--- src/rtl/spq_pkg.sv ---
// Package for the sorted priority queue: size constants, operation and
// status codes, and the word types shared by the cells and the top level.
// Depends on nothing.
package spq_pkg;

   localparam int DEPTH = 16;
   localparam int CNT_W = $clog2(DEPTH + 1);

   typedef enum logic {
      OP_ENQUEUE = 1'b0,
      OP_DEQUEUE = 1'b1
   } op_type;

   typedef enum logic [1:0] {
      STATUS_OK    = 2'd0,
      STATUS_EMPTY = 2'd1,
      STATUS_FULL  = 2'd2
   } status_type;

   // Contents of one queue slot.
   typedef struct packed {
      logic       valid;
      logic [7:0] data;
      logic [2:0] prio;
   } slot_type;

   // Command broadcast to every cell for the word being accepted.
   typedef struct packed {
      logic       insert;
      logic       remove;
      logic [7:0] data;
      logic [2:0] prio;
   } cell_cmd_type;

endpackage

--- src/rtl/spq_if.sv ---
// Channel interfaces for the sorted priority queue: request and response,
// each with valid, ready and payload. Depends on spq_pkg.
interface spq_req_if;
   logic               valid;
   logic               ready;
   spq_pkg::op_type    op;
   logic [7:0]         item_data;
   logic [2:0]         item_priority;

   modport source (output valid, output op, output item_data, output item_priority,
                   input ready);
   modport sink   (input valid, input op, input item_data, input item_priority,
                   output ready);
endinterface

interface spq_rsp_if;
   logic                  valid;
   logic                  ready;
   logic [7:0]            head_data;
   logic [2:0]            head_priority;
   logic [7:0]            removed_data;
   logic [4:0]            entry_count;
   logic                  is_empty;
   spq_pkg::status_type   status;

   modport source (output valid, output head_data, output head_priority,
                   output removed_data, output entry_count, output is_empty,
                   output status, input ready);
   modport sink   (input valid, input head_data, input head_priority,
                   input removed_data, input entry_count, input is_empty,
                   input status, output ready);
endinterface

--- src/rtl/spq_cell.sv ---
// One slot of the sorted queue chain. It compares its priority with the new
// word and decides locally to hold, take the new word or shift. Depends on spq_pkg.
module spq_cell (
   input  logic                  clock,
   input  logic                  reset,
   input  spq_pkg::cell_cmd_type cmd,
   input  logic                  prev_keep,
   input  spq_pkg::slot_type     prev_slot,
   input  spq_pkg::slot_type     next_slot,
   output logic                  keep,
   output spq_pkg::slot_type     slot,
   output spq_pkg::slot_type     slot_in
);
   import spq_pkg::*;

   logic       valid_ff;
   logic [7:0] data_ff;
   logic [2:0] priority_ff;

   assign slot = '{valid: valid_ff, data: data_ff, prio: priority_ff};

   // Entries of greater or equal priority stay put, so ties leave in arrival order.
   assign keep = valid_ff && (priority_ff >= cmd.prio);

   always_comb begin
      slot_in = slot;
      if (cmd.remove) begin
         slot_in = next_slot;
      end else if (cmd.insert && !keep) begin
         if (prev_keep) begin
            slot_in = '{valid: 1'b1, data: cmd.data, prio: cmd.prio};
         end else begin
            slot_in = prev_slot;
         end
      end
   end

   always_ff @(posedge clock) begin
      if (reset) begin
         valid_ff <= 1'b0;
      end else begin
         valid_ff <= slot_in.valid;
      end
   end

   always_ff @(posedge clock) begin
      data_ff     <= slot_in.data;
      priority_ff <= slot_in.prio;
   end

endmodule

--- src/rtl/sorted_priority_queue.sv ---
// Sorted priority queue built as a chain of DEPTH spq_cell slots, head at slot 0.
// Depends on spq_pkg, spq_if and spq_cell.
//
// Usage:
//   The req channel carries one word per operation: op selects enqueue or
//   dequeue of the head; item_data and item_priority matter on enqueue only.
//   Every accepted word yields exactly one rsp word that describes the queue
//   after the operation: head data and priority (zero when empty), the byte
//   removed by a dequeue, the entry count, an empty flag and a status code.
//   An enqueue into a full queue is dropped with status full; a dequeue of an
//   empty queue changes nothing and reports status empty.
//   The response word is registered at the edge that accepts the request.
//   Every cell compares and shifts in that same cycle, so the block takes one
//   word per cycle while the response register is empty or being drained.
//   The response register doubles as the buffer between the two sides: req.ready
//   stays high while the register is empty or being drained this cycle, so a
//   stalled receiver holds back at most one word and the queue accepts
//   nothing more until it is taken.
//   Synchronous reset empties the queue and drops any pending response word.
module sorted_priority_queue (
   input  logic      clock,
   input  logic      reset,
   spq_req_if.sink   req,
   spq_rsp_if.source rsp
);
   import spq_pkg::*;

   slot_type     slot    [DEPTH];
   slot_type     slot_in [DEPTH];
   logic [DEPTH-1:0] keep;
   cell_cmd_type cmd;

   logic [CNT_W-1:0] count_ff, count_in;
   logic             rsp_valid_ff, rsp_valid_in;
   logic [7:0]       head_data_ff, head_data_in;
   logic [2:0]       head_priority_ff, head_priority_in;
   logic [7:0]       removed_ff, removed_in;
   logic [4:0]       entry_count_ff, entry_count_in;
   logic             is_empty_ff, is_empty_in;
   status_type       status_ff, status_in;

   logic              accept, full, empty, enq_ok, deq_ok;
   logic [CNT_W+4:0]  count_wide;

   assign req.ready = !rsp_valid_ff || rsp.ready;
   assign accept    = req.valid && req.ready;
   assign full      = (count_ff == CNT_W'(DEPTH));
   assign empty     = (count_ff == '0);
   assign enq_ok    = accept && (req.op == OP_ENQUEUE) && !full;
   assign deq_ok    = accept && (req.op == OP_DEQUEUE) && !empty;

   assign cmd = '{insert: enq_ok, remove: deq_ok,
                  data: req.item_data, prio: req.item_priority};

   for (genvar i = 0; i < DEPTH; i++) begin : g_cell
      logic     prev_keep;
      slot_type prev_slot, next_slot;

      if (i == 0) begin : g_first
         assign prev_keep = 1'b1;
         assign prev_slot = '0;
      end else begin : g_mid
         assign prev_keep = keep[i-1];
         assign prev_slot = slot[i-1];
      end

      if (i == DEPTH - 1) begin : g_last
         assign next_slot = '0;
      end else begin : g_body
         assign next_slot = slot[i+1];
      end

      spq_cell u_cell (
         .clock     (clock),
         .reset     (reset),
         .cmd       (cmd),
         .prev_keep (prev_keep),
         .prev_slot (prev_slot),
         .next_slot (next_slot),
         .keep      (keep[i]),
         .slot      (slot[i]),
         .slot_in   (slot_in[i])
      );
   end

   always_comb begin
      count_in = count_ff;
      if (enq_ok) begin
         count_in = count_ff + CNT_W'(1);
      end else if (deq_ok) begin
         count_in = count_ff - CNT_W'(1);
      end
      count_wide = {5'd0, count_in};

      rsp_valid_in     = rsp_valid_ff && !rsp.ready;
      head_data_in     = head_data_ff;
      head_priority_in = head_priority_ff;
      removed_in       = removed_ff;
      entry_count_in   = entry_count_ff;
      is_empty_in      = is_empty_ff;
      status_in        = status_ff;

      if (accept) begin
         rsp_valid_in     = 1'b1;
         head_data_in     = slot_in[0].valid ? slot_in[0].data : 8'd0;
         head_priority_in = slot_in[0].valid ? slot_in[0].prio : 3'd0;
         removed_in       = deq_ok ? slot[0].data : 8'd0;
         entry_count_in   = count_wide[4:0];
         is_empty_in      = (count_in == '0);
         priority if (req.op == OP_ENQUEUE && full) begin
            status_in = STATUS_FULL;
         end else if (req.op == OP_DEQUEUE && empty) begin
            status_in = STATUS_EMPTY;
         end else begin
            status_in = STATUS_OK;
         end
      end
   end

   always_ff @(posedge clock) begin
      if (reset) begin
         count_ff     <= '0;
         rsp_valid_ff <= 1'b0;
      end else begin
         count_ff     <= count_in;
         rsp_valid_ff <= rsp_valid_in;
      end
   end

   always_ff @(posedge clock) begin
      head_data_ff     <= head_data_in;
      head_priority_ff <= head_priority_in;
      removed_ff       <= removed_in;
      entry_count_ff   <= entry_count_in;
      is_empty_ff      <= is_empty_in;
      status_ff        <= status_in;
   end

   assign rsp.valid         = rsp_valid_ff;
   assign rsp.head_data     = head_data_ff;
   assign rsp.head_priority = head_priority_ff;
   assign rsp.removed_data  = removed_ff;
   assign rsp.entry_count   = entry_count_ff;
   assign rsp.is_empty      = is_empty_ff;
   assign rsp.status        = status_ff;

endmodule

--- src/flat_wrapper.sv ---
// flat-port wrapper written by rule: the top's interface ports become plain ports
module sorted_priority_queue_flat import spq_pkg::*;
  (clock, reset, req_valid, req_op, req_item_data, req_item_priority, req_ready, rsp_valid, rsp_head_data, rsp_head_priority, rsp_removed_data, rsp_entry_count, rsp_is_empty, rsp_status, rsp_ready);
  spq_req_if req_i ();
  spq_rsp_if rsp_i ();
  input  logic clock;
  input  logic reset;
  input wire logic [$bits(req_i.valid)-1:0] req_valid;
  input wire logic [$bits(req_i.op)-1:0] req_op;
  input wire logic [$bits(req_i.item_data)-1:0] req_item_data;
  input wire logic [$bits(req_i.item_priority)-1:0] req_item_priority;
  output wire logic [$bits(req_i.ready)-1:0] req_ready;
  output wire logic [$bits(rsp_i.valid)-1:0] rsp_valid;
  output wire logic [$bits(rsp_i.head_data)-1:0] rsp_head_data;
  output wire logic [$bits(rsp_i.head_priority)-1:0] rsp_head_priority;
  output wire logic [$bits(rsp_i.removed_data)-1:0] rsp_removed_data;
  output wire logic [$bits(rsp_i.entry_count)-1:0] rsp_entry_count;
  output wire logic [$bits(rsp_i.is_empty)-1:0] rsp_is_empty;
  output wire logic [$bits(rsp_i.status)-1:0] rsp_status;
  input wire logic [$bits(rsp_i.ready)-1:0] rsp_ready;
  assign req_i.valid = req_valid;
  assign req_i.op = req_op;
  assign req_i.item_data = req_item_data;
  assign req_i.item_priority = req_item_priority;
  assign req_ready = req_i.ready;
  assign rsp_valid = rsp_i.valid;
  assign rsp_head_data = rsp_i.head_data;
  assign rsp_head_priority = rsp_i.head_priority;
  assign rsp_removed_data = rsp_i.removed_data;
  assign rsp_entry_count = rsp_i.entry_count;
  assign rsp_is_empty = rsp_i.is_empty;
  assign rsp_status = rsp_i.status;
  assign rsp_i.ready = rsp_ready;
  sorted_priority_queue u_core (.clock(clock), .reset(reset), .req(req_i), .rsp(rsp_i));
endmodule
--- config.mk ---
export PLATFORM = sky130hd
export DESIGN_NAME = sorted_priority_queue_flat
export DESIGN_NICKNAME = d
export VERILOG_FILES = /design/src/rtl/spq_pkg.sv /design/src/rtl/spq_if.sv /design/src/rtl/spq_cell.sv /design/src/rtl/sorted_priority_queue.sv /design/src/flat_wrapper.sv
export SDC_FILE = /design/constraint.sdc
export NUM_CORES = 1
export LEC_CHECK = 0
export ABC_AREA = 0
export BUFFER_PORTS_ARGS = -buffer_cell sky130_fd_sc_hd__buf_2
export CORE_AREA = 2 2 169 121
export DETAILED_ROUTE_END_ITERATION = 10
export DIE_AREA = 0 0 171 123
export PLACE_DENSITY_LB_ADDON = 0.05
export RECOVER_POWER = 50
export SYNTH_ARGS = -nofsm -noshare
export SYNTH_HDL_FRONTEND = slang
export SYNTH_SLANG_ARGS = --single-unit
--- constraint.sdc ---
create_clock -name clock -period 3.9 [get_ports clock]
set_input_delay 0.78 -clock clock [delete_from_list [all_inputs] [get_ports clock]]
set_output_delay 0.78 -clock clock [all_outputs]
set_load 0.02 [all_outputs]
Yosys cells after proc, flatten, opt, wreduce, memory -nomap -nowiden
Index checks and enable logic that the tools add are counted.
{"block": "word_totals", "reg_bits": 225, "latch_bits": 0, "mem_bits_rw": 0, "mem_bits_ro": 0, "in_bits": 16, "output_inout_bits": 29, "elab_cells": 203, "memories": 0}
{"block": "op_classes", "add_sub_neg": 2, "n_mul": 0, "div": 0, "n_lt_le_gt_ge": 16, "eq_ne": 1, "shift": 0, "mux": 49, "bitwise_logic": 1, "reduce_logical": 78}
{"cell": "$mux W12", "n": 45}
{"cell": "$ge A3 B3 Y1", "n": 16}
{"cell": "$logic_and A1 B1 Y1", "n": 40}
{"cell": "$reduce_bool A2 Y1", "n": 14}
{"cell": "$logic_not A1 Y1", "n": 20}
{"cell": "$logic_not A5 Y1", "n": 2}
{"cell": "$mux W5", "n": 2}
{"cell": "$add A5 B1 Y5 const B", "n": 1}
{"cell": "$eq A5 B5 Y1 const B", "n": 1}
{"cell": "$sub A5 B1 Y5 const B", "n": 1}
{"cell": "$mux W1", "n": 2}
{"cell": "$reduce_or A2 Y1", "n": 1}
{"cell": "$logic_or A1 B1 Y1", "n": 1}
{"cell": "$not A1 Y1", "n": 1}

Depth between registers and ports, before layout
{"block": "depth", "word_depth": 8, "mapped_depth": 11, "mapped_depth_nobuf": 8}

By module
Synthesis repeated with hierarchy kept, for this count alone.
{"block": "hier_totals", "cells_unflattened": 1509, "area_unflattened_um2": 15035.7}
{"mod": "spq_cell", "n_inst": 16, "cells_each": 88, "area_per_inst_um2": 853.3, "seq_area_each_um2": 240.2}
{"mod": "sorted_priority_queue", "n_inst": 1, "cells_each": 101, "area_per_inst_um2": 1382.6, "seq_area_each_um2": 930.9}

Worst setup path before layout
Ideal clock, no wire load.
{"block": "synth_timing", "path_kind": "input port to flip-flop", "startpoint": "in rsp_ready", "endpoint": "reg u_core.g_cell[10].u_cell.data_ff[0], enable pin", "setup_ns": 0.378, "arrival_time_ns": 3.048, "required_ns": 3.522, "slack_ns": 0.474, "cell_stages": 6, "path_buffers": 1, "path_cell_list": "nand2b_1 nand2_1 inv_1 o21ai_2 clkbuf_1 nor2_1"}
{"block": "synth_via", "elab_chain_len": 6, "elab_cells_between_ends": 8, "classes_between": "reduce/logical: 8"}
{"item": "start: declaration", "line": "flat_wrapper.sv:20", "rtl": "input wire logic [$bits(rsp_i.ready)-1:0] rsp_ready;"}
{"item": "$logic_or A1 B1 Y1 (*)", "line": "sorted_priority_queue.sv:45", "rtl": "assign req.ready = !rsp_valid_ff || rsp.ready;"}
{"item": "$logic_and A1 B1 Y1 (*)", "line": "sorted_priority_queue.sv:46", "rtl": "assign accept = req.valid && req.ready;"}
{"item": "$logic_and A1 B1 Y1 (2 in a row)", "line": "sorted_priority_queue.sv:49", "rtl": "assign enq_ok = accept && (req.op == OP_ENQUEUE) && !full;"}
{"item": "$logic_and A1 B1 Y1", "line": "spq_cell.sv:29", "rtl": "end else if (cmd.insert && !keep) begin"}
{"item": "$reduce_bool A2 Y1 (no source line) (*)"}
{"item": "end signal: assignment", "line": "spq_cell.sv:47", "rtl": "data_ff <= slot_in.data;"}
{"item": "end: declaration", "line": "spq_cell.sv:17", "rtl": "logic [7:0] data_ff;"}
Every way passes the cells marked *; elsewhere a longest branch is shown, timed or not.
A chain may end at the register's enable or synchronous reset.

Worst setup path in the final report
{"block": "layout_timing", "startpoint": "reg u_core.count_ff[0]", "endpoint": "reg u_core.head_priority_ff[1], in the netlist u_core.rsp.head_priority[1] (data pin)"}
{"block": "layout_via", "elab_chain_len": 6, "elab_cells_between_ends": 9, "classes_between": "eq/ne: 1; mux: 2; reduce/logical: 6"}
{"item": "start: declaration", "line": "sorted_priority_queue.sv:33", "rtl": "logic [CNT_W-1:0] count_ff, count_in;"}
{"item": "start signal: assignment", "line": "sorted_priority_queue.sv:125", "rtl": "count_ff <= count_in;"}
{"item": "$eq A5 B5 Y1", "line": "sorted_priority_queue.sv:47", "rtl": "assign full = (count_ff == CNT_W'(DEPTH));"}
{"item": "$logic_not A1 Y1", "line": "sorted_priority_queue.sv:49"}
{"item": "$logic_and A1 B1 Y1", "line": "sorted_priority_queue.sv:49"}
{"item": "$logic_and A1 B1 Y1", "line": "spq_cell.sv:29"}
{"item": "$mux W12", "line": "spq_cell.sv:29"}
{"item": "$mux W12 (*)", "line": "spq_cell.sv:27", "rtl": "if (cmd.remove) begin"}
{"item": "end signal: assignment", "line": "sorted_priority_queue.sv:132", "rtl": "head_priority_ff <= head_priority_in;"}
{"item": "end: declaration", "line": "sorted_priority_queue.sv:36", "rtl": "logic [2:0] head_priority_ff, head_priority_in;"}
Marked as above.

==> impl_metrics.env <==
export IMPL_grt_pass1_vias=8296
export IMPL_cellPowerDensity_nw_per_um2=518
export IMPL_hold_path_startpoint="u_core.g_cell[15].u_cell.valid_ff"
export IMPL_arrival_ps=3680
export IMPL_cts_setup_buffers=0
export IMPL_startpoint_type="flip-flop"
export IMPL_rows=43
export IMPL_cts_root_buf="clkbuf_16"
export IMPL_yosys_warnings=0
export IMPL_post_route_min_period_ps=3440
export IMPL_synth_edf_count=181
export IMPL_synth_area_leader_cell="edfxtp_1"
export IMPL_vias_per_cell=5.90
export IMPL_max_freq_mhz=291
export IMPL_drc=0
export IMPL_ctsHoldBuffers=0
export IMPL_ir_drop_mv=0.368
export IMPL_drt_pass1_iter_count=7
export IMPL_worstPathRequired_ps=4150
export IMPL_fin_nets=1247
export IMPL_r2r_cells=9
export IMPL_pre_cts_ws_ps=402
export IMPL_fin_cells=1467
export IMPL_routed_wl_um=28400
export IMPL_grt_pass1_wl_um=44400
export IMPL_critPathKind="flip-flop to flip-flop"
export IMPL_async_reset_ff_frac=0
export IMPL_worst_slack_ps=463
export IMPL_hold_violations=0
export IMPL_portBuffers=44
export IMPL_detail_route_wl_per_cell_um=19.4
export IMPL_r2r_start="u_core.count_ff[0]"
export IMPL_die_area_um2=21000
export IMPL_die_x_um=171
export IMPL_worstMarginPinSlew_ps=1630
export IMPL_final_layout_size_suffix_gt1_frac=0.0835
export IMPL_min_to="u_core.g_cell[15].u_cell.valid_ff"
export IMPL_htreeDepth=1
export IMPL_hold_class="flip-flop to flip-flop"
export IMPL_yosysSeqAreaShare=0.526
export IMPL_track_usage=0.272
export IMPL_antenna_found_initial=0
export IMPL_rsz0062_at_grt="no"
export IMPL_io_pins=45
export IMPL_finalSetupTns_ps=0
export IMPL_worst_path_buf_inv=3
export IMPL_clock_sinks=225
export IMPL_violations="max-capacitance violations, max-slew violations"
export IMPL_diodes=0
export IMPL_period_share=0.881
export IMPL_start_util=0.617
export IMPL_drv_cap=1
export IMPL_route_vias_total=8653
export IMPL_cts_buffers=23
export IMPL_coreArea_um2=19500
export IMPL_clockBufferDepth=3
export IMPL_place_gp_congestion=0.815
export IMPL_path_cells="inv_1, ha_1, or3b_1, o21ai_0, nor2_4, clkbuf_1, buf_4, a211oi_1, nor3_1"
export IMPL_drv_slew=32
export IMPL_syn_inst=1141
export IMPL_syn_avg_cell_area_um2=10.5
export IMPL_grt_start_max_net_pins=97
export IMPL_cts_resized_gates=0
export IMPL_endpoint_kind="flip-flop"
export IMPL_syn_to_final_growth_pct=10.7
export IMPL_synth_seq_cells=225
export IMPL_synth_cell_area_um2=12000
export IMPL_reg2reg_slack_ps=460
export IMPL_cts_tree="built"
export IMPL_clock_skew_ps=18.0
export IMPL_status="finished, violations left"
export IMPL_final_antenna_net_count=0
export IMPL_slew_headroom=-0.0863
export IMPL_setup_viol=0
export IMPL_leakagePower_nw=5.83
export IMPL_synth_area_leaders="edfxtp_1, mux2i_1, dfxtp_1"
export IMPL_dp_cells=1426
export IMPL_overflow=0
export IMPL_dpl_hpwl_um=19200
export IMPL_slowest_delay_ps=740
export IMPL_reg2reg_to="u_core.rsp.head_priority[1]"
export IMPL_ys_types=38
export IMPL_yosys_most_used_dff="edfxtp_1"
export IMPL_crit_family="compound AO/OA/AOI/OAI gates"
export IMPL_clkTransAtPathRegs_ps=70
export IMPL_syn_num_nets=1207
export IMPL_slowest_stage="o21ai_0"
export IMPL_clk_latency_ps=520
export IMPL_whs_path_depth=2
export IMPL_die_y_um=123
export IMPL_first_iter_violations=782
export IMPL_fin_util=0.683
export IMPL_crit_fanout=40
export IMPL_netlist_area_leader_share=0.453
how the worst max path moves through the flow:
stage	start	to	depth (start not counted)
floorplan	rsp_ready	u_core.g_cell[10].u_cell.data_ff[0]	6
global placement	req_item_priority[1]	u_core.g_cell[1].u_cell.data_ff[7]	7
detailed placement	req_item_priority[1]	u_core.g_cell[1].u_cell.data_ff[7]	7
CTS	u_core.count_ff[0]	u_core.g_cell[8].u_cell.valid_ff	6
global route	u_core.count_ff[0]	u_core.rsp.head_priority[1]	9
finish	u_core.count_ff[0]	u_core.rsp.head_priority[1]	9
cell usage after synthesis (all sizes together), types with 2 or more instances:
| library cell | instances |
|---|---|
| and2b | 3 |
| clkbuf | 52 |
| nand3 | 4 |
| ha | 50 |
| o2111ai | 2 |
| nor3 | 7 |
| a21o | 6 |
| buf | 28 |
| mux2i | 176 |
| xnor2 | 4 |
| o21ai | 190 |
| nor2 | 81 |
| a21oi | 52 |
| nand2 | 158 |
| nand2b | 17 |
| edfxtp | 181 |
| inv | 27 |
| and2 | 8 |
| a211oi | 6 |
| nand4 | 2 |
| nor2b | 20 |
| dfxtp | 44 |
| a22o | 13 |
cells by family after synthesis:
kind of cell,share of synthesized area
AOI/OAI and AO/OA,0.126
xor gates and xnor gates,0.00292
adders and majority gates,0.0521
buffers and inverters,0.0377
DFF,0.526
muxes,0.147
and+or+nand+nor,0.108
metrics by stage:
stage / area, um^2 / hold WS [ps] / total power, W
global route: 13300 / 541 / 0.00719
detailed placement: 12700 / 499 / 0.00479
CTS: 13400 / 508 / 0.00692
global placement: 12700 / 495 / 0.00474
finish: 13300 / 503 / 0.00689
floorplan: 12000 / 472 / 0.00432
where the power goes:
part	switching [W]	total [W]	internal [W]
Sequential	0.000274	0.00341	0.00314
Combinational	0.000812	0.00133	0.000521
Clock	0.000928	0.00215	0.00122
worst register-to-register path: stages (launching register included):
cell and delay [ps]:
dfxtp_1 390, inv_1 110, ha_1 230, or3b_1 560, o21ai_0 750, nor2_4 230
clkbuf_1 250, buf_4 270, a211oi_1 290, nor3_1 90
area by class of cell:
type,count,area [um^2]
Sequential cell,225,6320
Tap cell,270,338
Timing Repair Buffer,95,562
Inverter,28,105
Fill cell,1577,6180
Multi-Input combinational cell,808,5250
Clock buffer,32,682
Clock inverter,9,45.0
routing by layer:
| layer | part of all wire | routed length [um] | track usage |
|---|---|---|---|
| met3 | 0.054 | 1540 | 0.0426 |
| met2 | 0.45 | 12800 | 0.425 |
| met5 | 0 | 0 | 0 |
| met4 | 0.019 | 552 | 0.0726 |
| met1 | 0.48 | 13500 | 0.400 |
layout by cell type, fill, tap and decap left out, drive strengths merged, types with 3 or more instances in the layout:
| master | instances |
|---|---|
| a21oi | 52 |
| ha | 50 |
| mux2i | 176 |
| nand2b | 17 |
| buf | 58 |
| a211oi | 6 |
| nor2b | 20 |
| clkinv | 9 |
| nor2 | 81 |
| and2b | 3 |
| dfxtp | 44 |
| clkbuf | 69 |
| and2 | 8 |
| nor3 | 7 |
| nand3 | 4 |
| a22o | 13 |
| a21o | 6 |
| inv | 27 |
| o21ai | 190 |
| xnor2 | 4 |
| nand2 | 158 |
| edfxtp | 181 |
sequential cells by signal (all words and copies together), names as in the netlist:
| signal | count |
|---|---|
| u_core.rsp.head_data | 8 |
| u_core.g_cell.u_cell.priority_ff | 48 |
| u_core.rsp.removed_data | 8 |
| u_core.rsp.entry_count | 5 |
| u_core.count_ff | 5 |
| u_core.g_cell.u_cell.data_ff | 128 |
| u_core.g_cell.u_cell.valid_ff | 16 |
| u_core.rsp.status | 2 |
| u_core.rsp.head_priority | 3 |
| u_core.rsp.valid | 1 |
| u_core.rsp.is_empty | 1 |
Note: power is estimated with default switching activity, not from simulation.
